[src/sv/snt_pkg.sv]
// Sensor node table: shared word, entry, state and command types.
package snt_pkg;

  typedef struct packed {
    logic              operation;
    logic [7:0]        node_address;
    logic [15:0]       temp_one;
    logic [15:0]       temp_two;
    logic [15:0]       battery;
    logic signed [7:0] signal_strength;
    logic [15:0]       elapsed_seconds;
  } snt_in_t;

  typedef struct packed {
    logic [2:0]        slot_index;
    logic              slot_valid;
    logic [7:0]        slot_address;
    logic [15:0]       slot_temp_one;
    logic [15:0]       slot_temp_two;
    logic [15:0]       slot_battery;
    logic signed [7:0] slot_signal;
    logic [31:0]       slot_age;
    logic [31:0]       slot_packets;
    logic [31:0]       uptime;
    logic              last;
  } snt_out_t;

  typedef struct packed {
    logic [7:0]        address;
    logic [15:0]       temp_one;
    logic [15:0]       temp_two;
    logic [15:0]       battery;
    logic signed [7:0] signal;
    logic [31:0]       age;
    logic [31:0]       packets;
  } snt_entry_t;

  localparam int unsigned EntryW = $bits(snt_entry_t);

  localparam logic OpPacket = 1'b0;
  localparam logic OpTick   = 1'b1;

  typedef enum logic [1:0] {
    ST_IDLE,
    ST_SCAN,
    ST_REPORT
  } snt_state_e;

  typedef struct packed {
    logic start;       // latch the input word, read slot 0
    logic advance;     // step to the next slot, read it
    logic wr_update;   // rewrite the matching entry
    logic wr_insert;   // write a new entry at the insert pointer
    logic out_load;    // load the report word, write back the age
    logic uptime_add;  // end of report run
  } snt_cmd_t;

  typedef struct packed {
    logic in_tick;
    logic in_addr_zero;
    logic match;
    logic slot_last;
    logic out_free;
  } snt_status_t;

endpackage

[src/sv/sensor_node_table.sv]
// Sensor node table: top level joining the controller and the datapath.
//
//  channel  direction  word       handshake
//  in       input      snt_in_t   in_valid_i / in_stall_o
//  out      output     snt_out_t  out_valid_o / out_stall_i
//
// Packet word: accepted, then one slot searched per cycle until a match or
// the last slot; a packet from address zero is taken and dropped unsearched.
// Tick word: a report word per slot, one per cycle unless output is stalled.
// Both rates are set by the single read port of the entry RAM.
// Reset empties every slot and clears the insert pointer and the uptime.
// Output stall holds the report run on its current slot; input is stalled
// until the packet or the whole run is done.
module sensor_node_table #(
  parameter int unsigned TABLE_ENTRIES = 8
) (
  input  logic              clk_i,
  input  logic              rst_ni,
  input  logic              in_valid_i,
  output logic              in_stall_o,
  input  snt_pkg::snt_in_t  in_data_i,
  output logic              out_valid_o,
  input  logic              out_stall_i,
  output snt_pkg::snt_out_t out_data_o
);
  import snt_pkg::*;

  snt_cmd_t    cmd;
  snt_status_t status;

  snt_ctrl u_ctrl (
    .clk_i      (clk_i),
    .rst_ni     (rst_ni),
    .in_valid_i (in_valid_i),
    .in_stall_o (in_stall_o),
    .status_i   (status),
    .cmd_o      (cmd)
  );

  snt_dp #(
    .TABLE_ENTRIES (TABLE_ENTRIES)
  ) u_dp (
    .clk_i       (clk_i),
    .rst_ni      (rst_ni),
    .in_data_i   (in_data_i),
    .cmd_i       (cmd),
    .status_o    (status),
    .out_stall_i (out_stall_i),
    .out_valid_o (out_valid_o),
    .out_data_o  (out_data_o)
  );

endmodule

[src/sv/snt_ram.sv]
// Sensor node table: generic simple dual-port RAM with registered read.
module snt_ram #(
  parameter int unsigned Width = 8,
  parameter int unsigned Depth = 8
) (
  input  logic                                     clk_i,
  input  logic                                     wr_en_i,
  input  logic [((Depth > 1) ? $clog2(Depth) : 1)-1:0] wr_addr_i,
  input  logic [Width-1:0]                         wr_data_i,
  input  logic                                     rd_en_i,
  input  logic [((Depth > 1) ? $clog2(Depth) : 1)-1:0] rd_addr_i,
  output logic [Width-1:0]                         rd_data_o
);

  logic [Width-1:0] mem_q [Depth];
  logic [Width-1:0] rd_data_q;

  always_ff @(posedge clk_i) begin
    if (wr_en_i) begin
      mem_q[wr_addr_i] <= wr_data_i;
    end
    if (rd_en_i) begin
      rd_data_q <= mem_q[rd_addr_i];
    end
  end

  assign rd_data_o = rd_data_q;

endmodule

[src/sv/snt_ctrl.sv]
// Sensor node table: sequencing state machine for packet scan and report run.
module snt_ctrl (
  input  logic                clk_i,
  input  logic                rst_ni,
  input  logic                in_valid_i,
  output logic                in_stall_o,
  input  snt_pkg::snt_status_t status_i,
  output snt_pkg::snt_cmd_t    cmd_o
);
  import snt_pkg::*;

  snt_state_e state_q, state_d;

  always_ff @(posedge clk_i or negedge rst_ni) begin
    if (!rst_ni) begin
      state_q <= ST_IDLE;
    end else begin
      state_q <= state_d;
    end
  end

  always_comb begin
    state_d    = state_q;
    cmd_o      = '0;
    in_stall_o = (state_q != ST_IDLE);
    unique case (state_q)
      ST_IDLE: begin
        // packets from address zero are taken and dropped
        if (in_valid_i && (status_i.in_tick || !status_i.in_addr_zero)) begin
          cmd_o.start = 1'b1;
          state_d     = status_i.in_tick ? ST_REPORT : ST_SCAN;
        end
      end
      ST_SCAN: begin
        if (status_i.match) begin
          cmd_o.wr_update = 1'b1;
          state_d         = ST_IDLE;
        end else if (status_i.slot_last) begin
          cmd_o.wr_insert = 1'b1;
          state_d         = ST_IDLE;
        end else begin
          cmd_o.advance = 1'b1;
        end
      end
      ST_REPORT: begin
        if (status_i.out_free) begin
          cmd_o.out_load = 1'b1;
          if (status_i.slot_last) begin
            cmd_o.uptime_add = 1'b1;
            state_d          = ST_IDLE;
          end else begin
            cmd_o.advance = 1'b1;
          end
        end
      end
      default: begin
        state_d = ST_IDLE;
      end
    endcase
  end

endmodule

[src/sv/snt_dp.sv]
// Sensor node table: entry store, valid bits, pointers, uptime and output word.
module snt_dp #(
  parameter int unsigned TABLE_ENTRIES = 8
) (
  input  logic                 clk_i,
  input  logic                 rst_ni,
  input  snt_pkg::snt_in_t     in_data_i,
  input  snt_pkg::snt_cmd_t    cmd_i,
  output snt_pkg::snt_status_t status_o,
  input  logic                 out_stall_i,
  output logic                 out_valid_o,
  output snt_pkg::snt_out_t    out_data_o
);
  import snt_pkg::*;

  localparam int unsigned SlotW = (TABLE_ENTRIES > 1) ? $clog2(TABLE_ENTRIES) : 1;
  localparam logic [SlotW-1:0] LastSlot = SlotW'(TABLE_ENTRIES - 1);

  snt_in_t                  in_q;
  logic [SlotW-1:0]         slot_q, slot_d;
  logic [SlotW-1:0]         ptr_q, ptr_d;
  logic [TABLE_ENTRIES-1:0] valid_q, valid_d;
  logic [31:0]              uptime_q, uptime_d;
  logic                     out_valid_q, out_valid_d;
  snt_out_t                 out_q, out_d;

  logic                     wr_en;
  logic [SlotW-1:0]         wr_addr;
  snt_entry_t               wr_data;
  logic                     rd_en;
  logic [SlotW-1:0]         rd_addr;
  snt_entry_t               rd_data;
  logic                     cur_valid;
  logic [31:0]              age_sum;

  snt_ram #(
    .Width (EntryW),
    .Depth (TABLE_ENTRIES)
  ) u_ram (
    .clk_i     (clk_i),
    .wr_en_i   (wr_en),
    .wr_addr_i (wr_addr),
    .wr_data_i (wr_data),
    .rd_en_i   (rd_en),
    .rd_addr_i (rd_addr),
    .rd_data_o (rd_data)
  );

  assign cur_valid = valid_q[slot_q];
  assign age_sum   = rd_data.age + 32'(in_q.elapsed_seconds);

  assign rd_en   = cmd_i.start | cmd_i.advance;
  assign rd_addr = cmd_i.start ? '0 : slot_q + SlotW'(1);

  always_comb begin
    wr_en   = 1'b0;
    wr_addr = slot_q;
    wr_data = rd_data;
    if (cmd_i.wr_update) begin
      wr_en            = 1'b1;
      wr_data.temp_one = in_q.temp_one;
      wr_data.temp_two = in_q.temp_two;
      wr_data.battery  = in_q.battery;
      wr_data.signal   = in_q.signal_strength;
      wr_data.age      = '0;
      wr_data.packets  = rd_data.packets + 32'd1;
    end
    if (cmd_i.wr_insert) begin
      wr_en            = 1'b1;
      wr_addr          = ptr_q;
      wr_data.address  = in_q.node_address;
      wr_data.temp_one = in_q.temp_one;
      wr_data.temp_two = in_q.temp_two;
      wr_data.battery  = in_q.battery;
      wr_data.signal   = in_q.signal_strength;
      wr_data.age      = '0;
      wr_data.packets  = 32'd1;
    end
    if (cmd_i.out_load && cur_valid) begin
      wr_en       = 1'b1;
      wr_data.age = age_sum;
    end
  end

  always_comb begin
    slot_d = slot_q;
    if (cmd_i.start) begin
      slot_d = '0;
    end else if (cmd_i.advance) begin
      slot_d = slot_q + SlotW'(1);
    end
  end

  always_comb begin
    ptr_d   = ptr_q;
    valid_d = valid_q;
    if (cmd_i.wr_insert) begin
      ptr_d          = (ptr_q == LastSlot) ? '0 : ptr_q + SlotW'(1);
      valid_d[ptr_q] = 1'b1;
    end
  end

  assign uptime_d = cmd_i.uptime_add ? uptime_q + 32'(in_q.elapsed_seconds) : uptime_q;

  always_comb begin
    out_d = out_q;
    if (cmd_i.out_load) begin
      out_d.slot_index    = 3'(slot_q);
      out_d.slot_valid    = cur_valid;
      out_d.slot_address  = cur_valid ? rd_data.address  : '0;
      out_d.slot_temp_one = cur_valid ? rd_data.temp_one : '0;
      out_d.slot_temp_two = cur_valid ? rd_data.temp_two : '0;
      out_d.slot_battery  = cur_valid ? rd_data.battery  : '0;
      out_d.slot_signal   = cur_valid ? rd_data.signal   : '0;
      out_d.slot_age      = cur_valid ? age_sum          : '0;
      out_d.slot_packets  = cur_valid ? rd_data.packets  : '0;
      out_d.uptime        = uptime_q;
      out_d.last          = (slot_q == LastSlot);
    end
  end

  always_comb begin
    out_valid_d = out_valid_q;
    if (cmd_i.out_load) begin
      out_valid_d = 1'b1;
    end else if (!out_stall_i) begin
      out_valid_d = 1'b0;
    end
  end

  always_ff @(posedge clk_i or negedge rst_ni) begin
    if (!rst_ni) begin
      slot_q      <= '0;
      ptr_q       <= '0;
      valid_q     <= '0;
      uptime_q    <= '0;
      out_valid_q <= 1'b0;
    end else begin
      slot_q      <= slot_d;
      ptr_q       <= ptr_d;
      valid_q     <= valid_d;
      uptime_q    <= uptime_d;
      out_valid_q <= out_valid_d;
    end
  end

  always_ff @(posedge clk_i) begin
    if (cmd_i.start) begin
      in_q <= in_data_i;
    end
    out_q <= out_d;
  end

  assign status_o.in_tick      = (in_data_i.operation == OpTick);
  assign status_o.in_addr_zero = (in_data_i.node_address == 8'd0);
  assign status_o.match        = cur_valid && (rd_data.address == in_q.node_address);
  assign status_o.slot_last    = (slot_q == LastSlot);
  assign status_o.out_free     = !out_valid_q || !out_stall_i;

  assign out_valid_o = out_valid_q;
  assign out_data_o  = out_q;

endmodule

[config.mk]
export PLATFORM = sky130hd
export DESIGN_NAME = sensor_node_table
export DESIGN_NICKNAME = d
export VERILOG_FILES = /design/src/sv/snt_pkg.sv /design/src/sv/sensor_node_table.sv /design/src/sv/snt_ram.sv /design/src/sv/snt_ctrl.sv /design/src/sv/snt_dp.sv
export SDC_FILE = /design/constraint.sdc
export NUM_CORES = 2
export LEC_CHECK = 0
export ABC_AREA = 1
export BUFFER_PORTS_ARGS = -buffer_cell sky130_fd_sc_hd__buf_2
export CAP_MARGIN = 20
export CORE_UTILIZATION = 48
export CTS_BUF_LIST = sky130_fd_sc_hd__clkbuf_8
export DETAILED_ROUTE_END_ITERATION = 10
export SLEW_MARGIN = 20
export SYNTH_ARGS = -nofsm -noshare
export SYNTH_HDL_FRONTEND = slang
export SYNTH_SLANG_ARGS = --single-unit
[constraint.sdc]
create_clock -name clk_i -period 14.9 [get_ports clk_i]
set_clock_uncertainty 0.2 [all_clocks]
set_input_delay 1.49 -clock clk_i [delete_from_list [all_inputs] [get_ports clk_i]]
set_output_delay 1.49 -clock clk_i [all_outputs]
set_load 0.01 [all_outputs]
# Yosys cells after proc, flatten, opt, wreduce, memory -nomap -nowiden
# Memories as Yosys holds them, arrays and structs flattened. A register that Yosys moved wholly into a read port is not among the register bits.
# Index checks and enable logic that the tools add are counted.
# word_totals
regBits,294
ramBits,1024
input_bits,85
out_inout_bits,167
mem_count,1
# op_classes
n_addsub,5
order_cmp,3
n_eq_ne,8
muxes,37
bitwise,2
reduce_logical,14
# mem_list
name,depth,width,rd,rd_clocked_by_memory_dff,write_ports,line,rtl
u_dp.u_ram.mem_q,8,128,1,1,1,snt_ram.sv:15,logic [Width-1:0] mem_q [Depth];
# ops
operator,count
$mux 128,1
$mux 120,1
$add 32x16->32,2
$add 32x1->32 const B,1
$mux 32,1
$mux 1,17
$mux 2,8
$mux 3,5
$eq 8x8->1,1
$logic_not 8->1,1
$lt 3x4->1 const B,2
$or 8x8->8,1
$add 3x1->3 const B,2
$eq 3x3->1 const B,2
$pmux 2 s3,1
$logic_and 1x1->1,4
$ne 2x1->1 const B,2
$reduce_bool 2->1,2
$bmux 1 s3,1
$demux 1 s3,1
$ge 3x1->1 const B,1
$logic_not 1->1,3
$eq 2x1->1 const B,1
$eq 2x2->1 const B,1
other kinds (6),7

# Depth between registers and ports, before layout
# logic_depth
depth_word,10
depth_mapped,14
ltp_nobuf,13

# Cells and area by module
# A second synthesis with hierarchy kept.
# unflattened
cells_unflattened,6367
area_unflattened_um2,64105.2
# by_module_without_submodules
mod,n_inst,cells_per_inst,area_per_inst_um2
snt_ram,1,4570,48358.9
snt_dp,1,1746,15441.1
snt_ctrl,1,51,305.3

# Worst setup path before layout
# No wires, ideal clock.
# synth_timing
path_kind,input-to-reg
from,input out_stall_i
to,memory u_dp.u_ram.mem_q[1][0] (netlist bit) (enable)
t_arrival_ns,11.325
path_slack_ns,2.757
cell_stages,8
cell_sequence,nand2_1 nand2_1 inv_1 nand2_2 nand3_2 buf_2 nand2_1 nor2_1
# synth_lines
element,line,rtl
from (decl),sensor_node_table.sv:23,"input logic out_stall_i,"
to (decl),snt_ram.sv:15,

# Worst setup path after layout
# layout_timing
from,input in_data_i[72] (netlist bit)
to,"register u_dp.u_ram.rd_data_q[80] (netlist: u_dp.u_ram.rd_data_o[80]) (read register of u_dp.u_ram.mem_q), data pin"
# layout_via
elab_chain_cells,7
word_cells_on_any_way,8
# layout_lines
element,line,rtl
from (decl),sensor_node_table.sv:21,"input snt_pkg::snt_in_t in_data_i,"
$logic_not 8->1 *,snt_dp.sv:155,assign status_o.in_addr_zero = (in_data_i.node_address == 8'd0);
$logic_not 1->1 *,snt_ctrl.sv:29,if (in_valid_i && (status_i.in_tick || !status_i.in_addr_zero)) begin
$logic_or 1x1->1 *,snt_ctrl.sv:29,
$logic_and 1x1->1 *,snt_ctrl.sv:29,
$mux 1 *,snt_ctrl.sv:29,
$mux 1 *,snt_ctrl.sv:26,unique case (state_q)
$mux 3 or $or 1x1->1 (tied branches),"snt_dp.sv:53, snt_dp.sv:52",
to (decl),snt_ram.sv:16,logic [Width-1:0] rd_data_q;
# Every way passes the cells marked *; elsewhere a longest branch is shown, timed or not.
# A chain may end at the register's enable or synchronous reset.

==> impl_metrics.env <==
export IMPL_status="finished, violations left"
export IMPL_violations="design-rule violations"
export IMPL_grt_pass1_wl_um=246000
export IMPL_p_sw_share_pct=37.3
export IMPL_cp_max_fo=210
export IMPL_syn_nets=6570
export IMPL_fp_dieH_um=369
export IMPL_tritoncts="built"
export IMPL_power_frac_clock_pct=24.2
export IMPL_drv_cap=0
export IMPL_startpoint_type="input port"
export IMPL_synth_compound_area_share_pct=1.71
export IMPL_p_int_w=0.00827
export IMPL_finalSetupViolations=0
export IMPL_insertion_delay_ns=0.94
export IMPL_cp_arrival_ns=6.55
export IMPL_seqPwrFrac_pct=44.4
export IMPL_yosysSeqAreaShare_pct=66.7
export IMPL_path_cells="buf_2, nor2_1, nand4_1, nand3_4, buf_4, buf_4, buf_12, buf_4, nand3_1, nand3_1, nand2_1, nand2_1, nand2_1"
export IMPL_synthDistinctLibCells=36
export IMPL_area_growth_pct=11.0
export IMPL_synth_edff_count=1397
export IMPL_gp_congestion=0.909
export IMPL_synth_top_family_by_area="simple AND/OR/NAND/NOR gates"
export IMPL_drt_initial_drc_count=3877
export IMPL_antenna_left=0
export IMPL_drive_gt1_share_pct=9.49
export IMPL_initial_core_util_pct=48.5
export IMPL_path_buf_inv=5
export IMPL_p_total_w=0.0132
export IMPL_io_buffer_count=251
export IMPL_irDropWorstVdd_uv=144
export IMPL_grt_ovfl_total=0
export IMPL_post_cts_resized=0
export IMPL_vias=44156
export IMPL_layout_min_cycle_time_ns=6.09
export IMPL_via_per_inst=5.11
export IMPL_io_pins=252
export IMPL_fmax_ghz=0.164
export IMPL_clockBufferDepth=3
export IMPL_first_global_vias=41743
export IMPL_antenna_found_initial=3
export IMPL_finalHoldViolCount=0
export IMPL_nFillCells=11759
export IMPL_core_rowCount=134
export IMPL_post_dp_hpwl_um=87100
export IMPL_yosys_warnings=0
export IMPL_ys_seq_elements=1446
export IMPL_syn_area_per_cell_um2=10.1
export IMPL_crit_slowest_cell="buf_4"
export IMPL_die_w_um=369
export IMPL_cts_buffers_inserted=232
export IMPL_drv_slew=0
export IMPL_synthXorXnorAreaFrac_pct=0.717
export IMPL_synth_fa_ha_area_share_pct=0.854
export IMPL_hold_path_class="reg -> reg"
export IMPL_syn_instance_count=6442
export IMPL_grt_usage_pct=23.6
export IMPL_worstMarginPinSlew_ns=1.12
export IMPL_pwr_share_comb_pct=31.5
export IMPL_maxSlewHeadroom_pct=25.2
export IMPL_p_sw_w=0.00493
export IMPL_path_clk_slew_ns=0.06
export IMPL_synthMuxAreaShare_pct=0.0309
export IMPL_fin_nets=6801
export IMPL_drc=22
export IMPL_hold_buffers=0
export IMPL_critical_path_class="in -> reg"
export IMPL_clock_sinks=1446
export IMPL_synthFlopType="edfxtp_1"
export IMPL_wirelength_um=160000
export IMPL_timing_final_crit_share_pct=40.8
export IMPL_cp_end_kind="register"
export IMPL_syn_area_um2=64800
export IMPL_yosys_area_share_simple_pct=20.6
export IMPL_core_area_um2=134000
export IMPL_slowest_delay_ns=0.90
export IMPL_cts_max_level=4
export IMPL_synthArstFlopShare_pct=3.39
export IMPL_drtPass1Iterations=9
export IMPL_fp_dieArea_um2=136000
export IMPL_timing_hold_ws_ns=0.259
export IMPL_wire_per_inst_um=18.6
export IMPL_clockRootBuffer="clkbuf_8"
export IMPL_power_density_nw_per_um2=184
export IMPL_post_cts_buffers=0
export IMPL_fin_setup_tns_ns=0
export IMPL_rsz0062_at_grt="false"
export IMPL_grt_max_degree=238
export IMPL_cp_top_family="buffers and inverters"
export IMPL_cp_required_ns=15.37
export IMPL_p_leak_nw=31.8
[cells in the mapped netlist, types with 3 or more instances]
library cell	number	area, um^2
buf_2	82	410
buf_1	34	128
o21a_1	3	22.5
nand3_1	1124	5630
nand4_1	28	175
nand2_1	1650	6190
inv_1	1275	4790
o31ai_1	3	22.5
o21ai_1	6	30.0
nor4_1	7	43.8
ha_1	41	513
a21oi_1	57	285
dfrtp_1	49	1230
xnor2_1	23	201
xor2_1	30	263
clkbuf_1	176	661
o21ai_0	95	475
o21ai_2	20	175
or2_2	8	50.1
nand2_2	4	25.0
nor2_1	257	965
edfxtp_1	1397	42000
o22ai_1	12	75.1
buf_6	9	101
o21bai_1	3	22.5
nor3_1	33	165
[flip-flops by register name (all words and copies together), names as in the netlist]
name                  flops
u_dp.out_data_o         165
u_dp.ptr_q                3
u_dp.uptime_q            32
u_ctrl.state_q            2
u_dp.out_valid_o          1
u_dp.u_ram.rd_data_o    128
u_dp.valid_q              8
u_dp.u_ram.mem_q       1024
u_dp.slot_q               3
u_dp.in_q                80
[power by group through the flow]
stage / clock, W / combinational [W] / sequential (W)
finish: 0.00319 / 0.00415 / 0.00585
global route: 0.00345 / 0.00465 / 0.00589
CTS: 0.00327 / 0.00416 / 0.00586
detailed placement: 0 / 0.00414 / 0.00593
global placement: 0 / 0.00408 / 0.00593
floorplan: 0 / 0.00276 / 0.00591
[path summary, 6_finish.rpt]
path | from | to | slack (ns) | cells past startpoint
setup / recovery | in_data_i[72] | u_dp.u_ram.rd_data_o[80] | 8.81 | 13
hold / removal | u_dp.valid_q[0] | u_dp.valid_q[0] | 0.26 | 2
setup reg to reg | u_dp.slot_q[0] | u_dp.u_ram.mem_q[6][109] | 9.44 | 13
hold reg to reg | u_dp.valid_q[0] | u_dp.valid_q[0] | 0.26 | 2
max in group asynchronous | rst_ni | u_dp.uptime_q[14] | 13.55 | 2
min in group asynchronous | rst_ni | u_dp.valid_q[2] | 0.50 | 2
[cell usage in the layout, fill, tap and decap left out, drive strengths merged, types with 2 or more instances in the layout]
| master | instances |
|---|---|
| a21oi | 57 |
| buf | 300 |
| bufinv | 7 |
| clkbuf | 241 |
| clkinv | 93 |
| clkinvlp | 7 |
| dfrtp | 49 |
| diode | 2 |
| edfxtp | 1397 |
| fa | 2 |
| ha | 41 |
| inv | 1357 |
| mux2i | 2 |
| nand2 | 1655 |
| nand3 | 1127 |
| nand4 | 28 |
| nor2 | 260 |
| nor3 | 33 |
| nor4 | 7 |
| o21a | 3 |
| o21ai | 121 |
| o21bai | 3 |
| o22ai | 12 |
| o31ai | 3 |
| or2 | 8 |
| xnor2 | 23 |
| xor2 | 30 |
[worst min-delay path, delay by kind of cell, from the launching register on]
kind	cells	cell delay [ns]
flip-flops	1	0.32
AO/OA/AOI/OAI	1	0.06
buffers and inverters	1	0.04
[logic make-up (layout without fill, tap and decap cells)]
logic type               after synthesis  in the layout
AO/OA/AOI/OAI                        199            199
XOR/XNOR                              53             53
adder cells (fa/ha/maj)               43             43
buffers and inverters               1580           2005
flip-flops                          1446           1446
multiplexers                           2              2
other                                  0              2
AND/OR/NAND/NOR                     3119           3119
[through the flow]
step                      instances  utilization (%)  cell area (um^2)  worst slack (ns)
after floorplan                6442                -             64800              2.76
after global placement         8204             50.5             67500              8.08
after detailed placement       8206             50.5             67500              7.96
after CTS                      8634             53.8             71800              9.03
after global routing           8637             53.8             71900              8.63
final                          8637             53.8             71900              8.81
[metal layers]
layer	wire length, um	vias to the layer above	GRT usage [%]
met1	72300	20988	33.6
li1	-	21389	-
met4	3620	4	7.44
met5	23	-	0
met2	72900	1502	36.6
met3	11600	273	4.28
[cell type report]
cell class / count / area, um^2 / share of cell area (%)
sequential: 1446 / 43200 / 60.1
clock buffer: 241 / 3320 / 4.62
clock inverter: 187 / 981 / 1.37
multi-input combinational: 3416 / 15600 / 21.7
inverter: 1277 / 4830 / 6.72
timing repair buffer: 300 / 1770 / 2.46
tap: 1768 / 2210 / 3.08
antenna: 2 / 5.00 / 0.00696
Power figures use the tool's default switching activity.
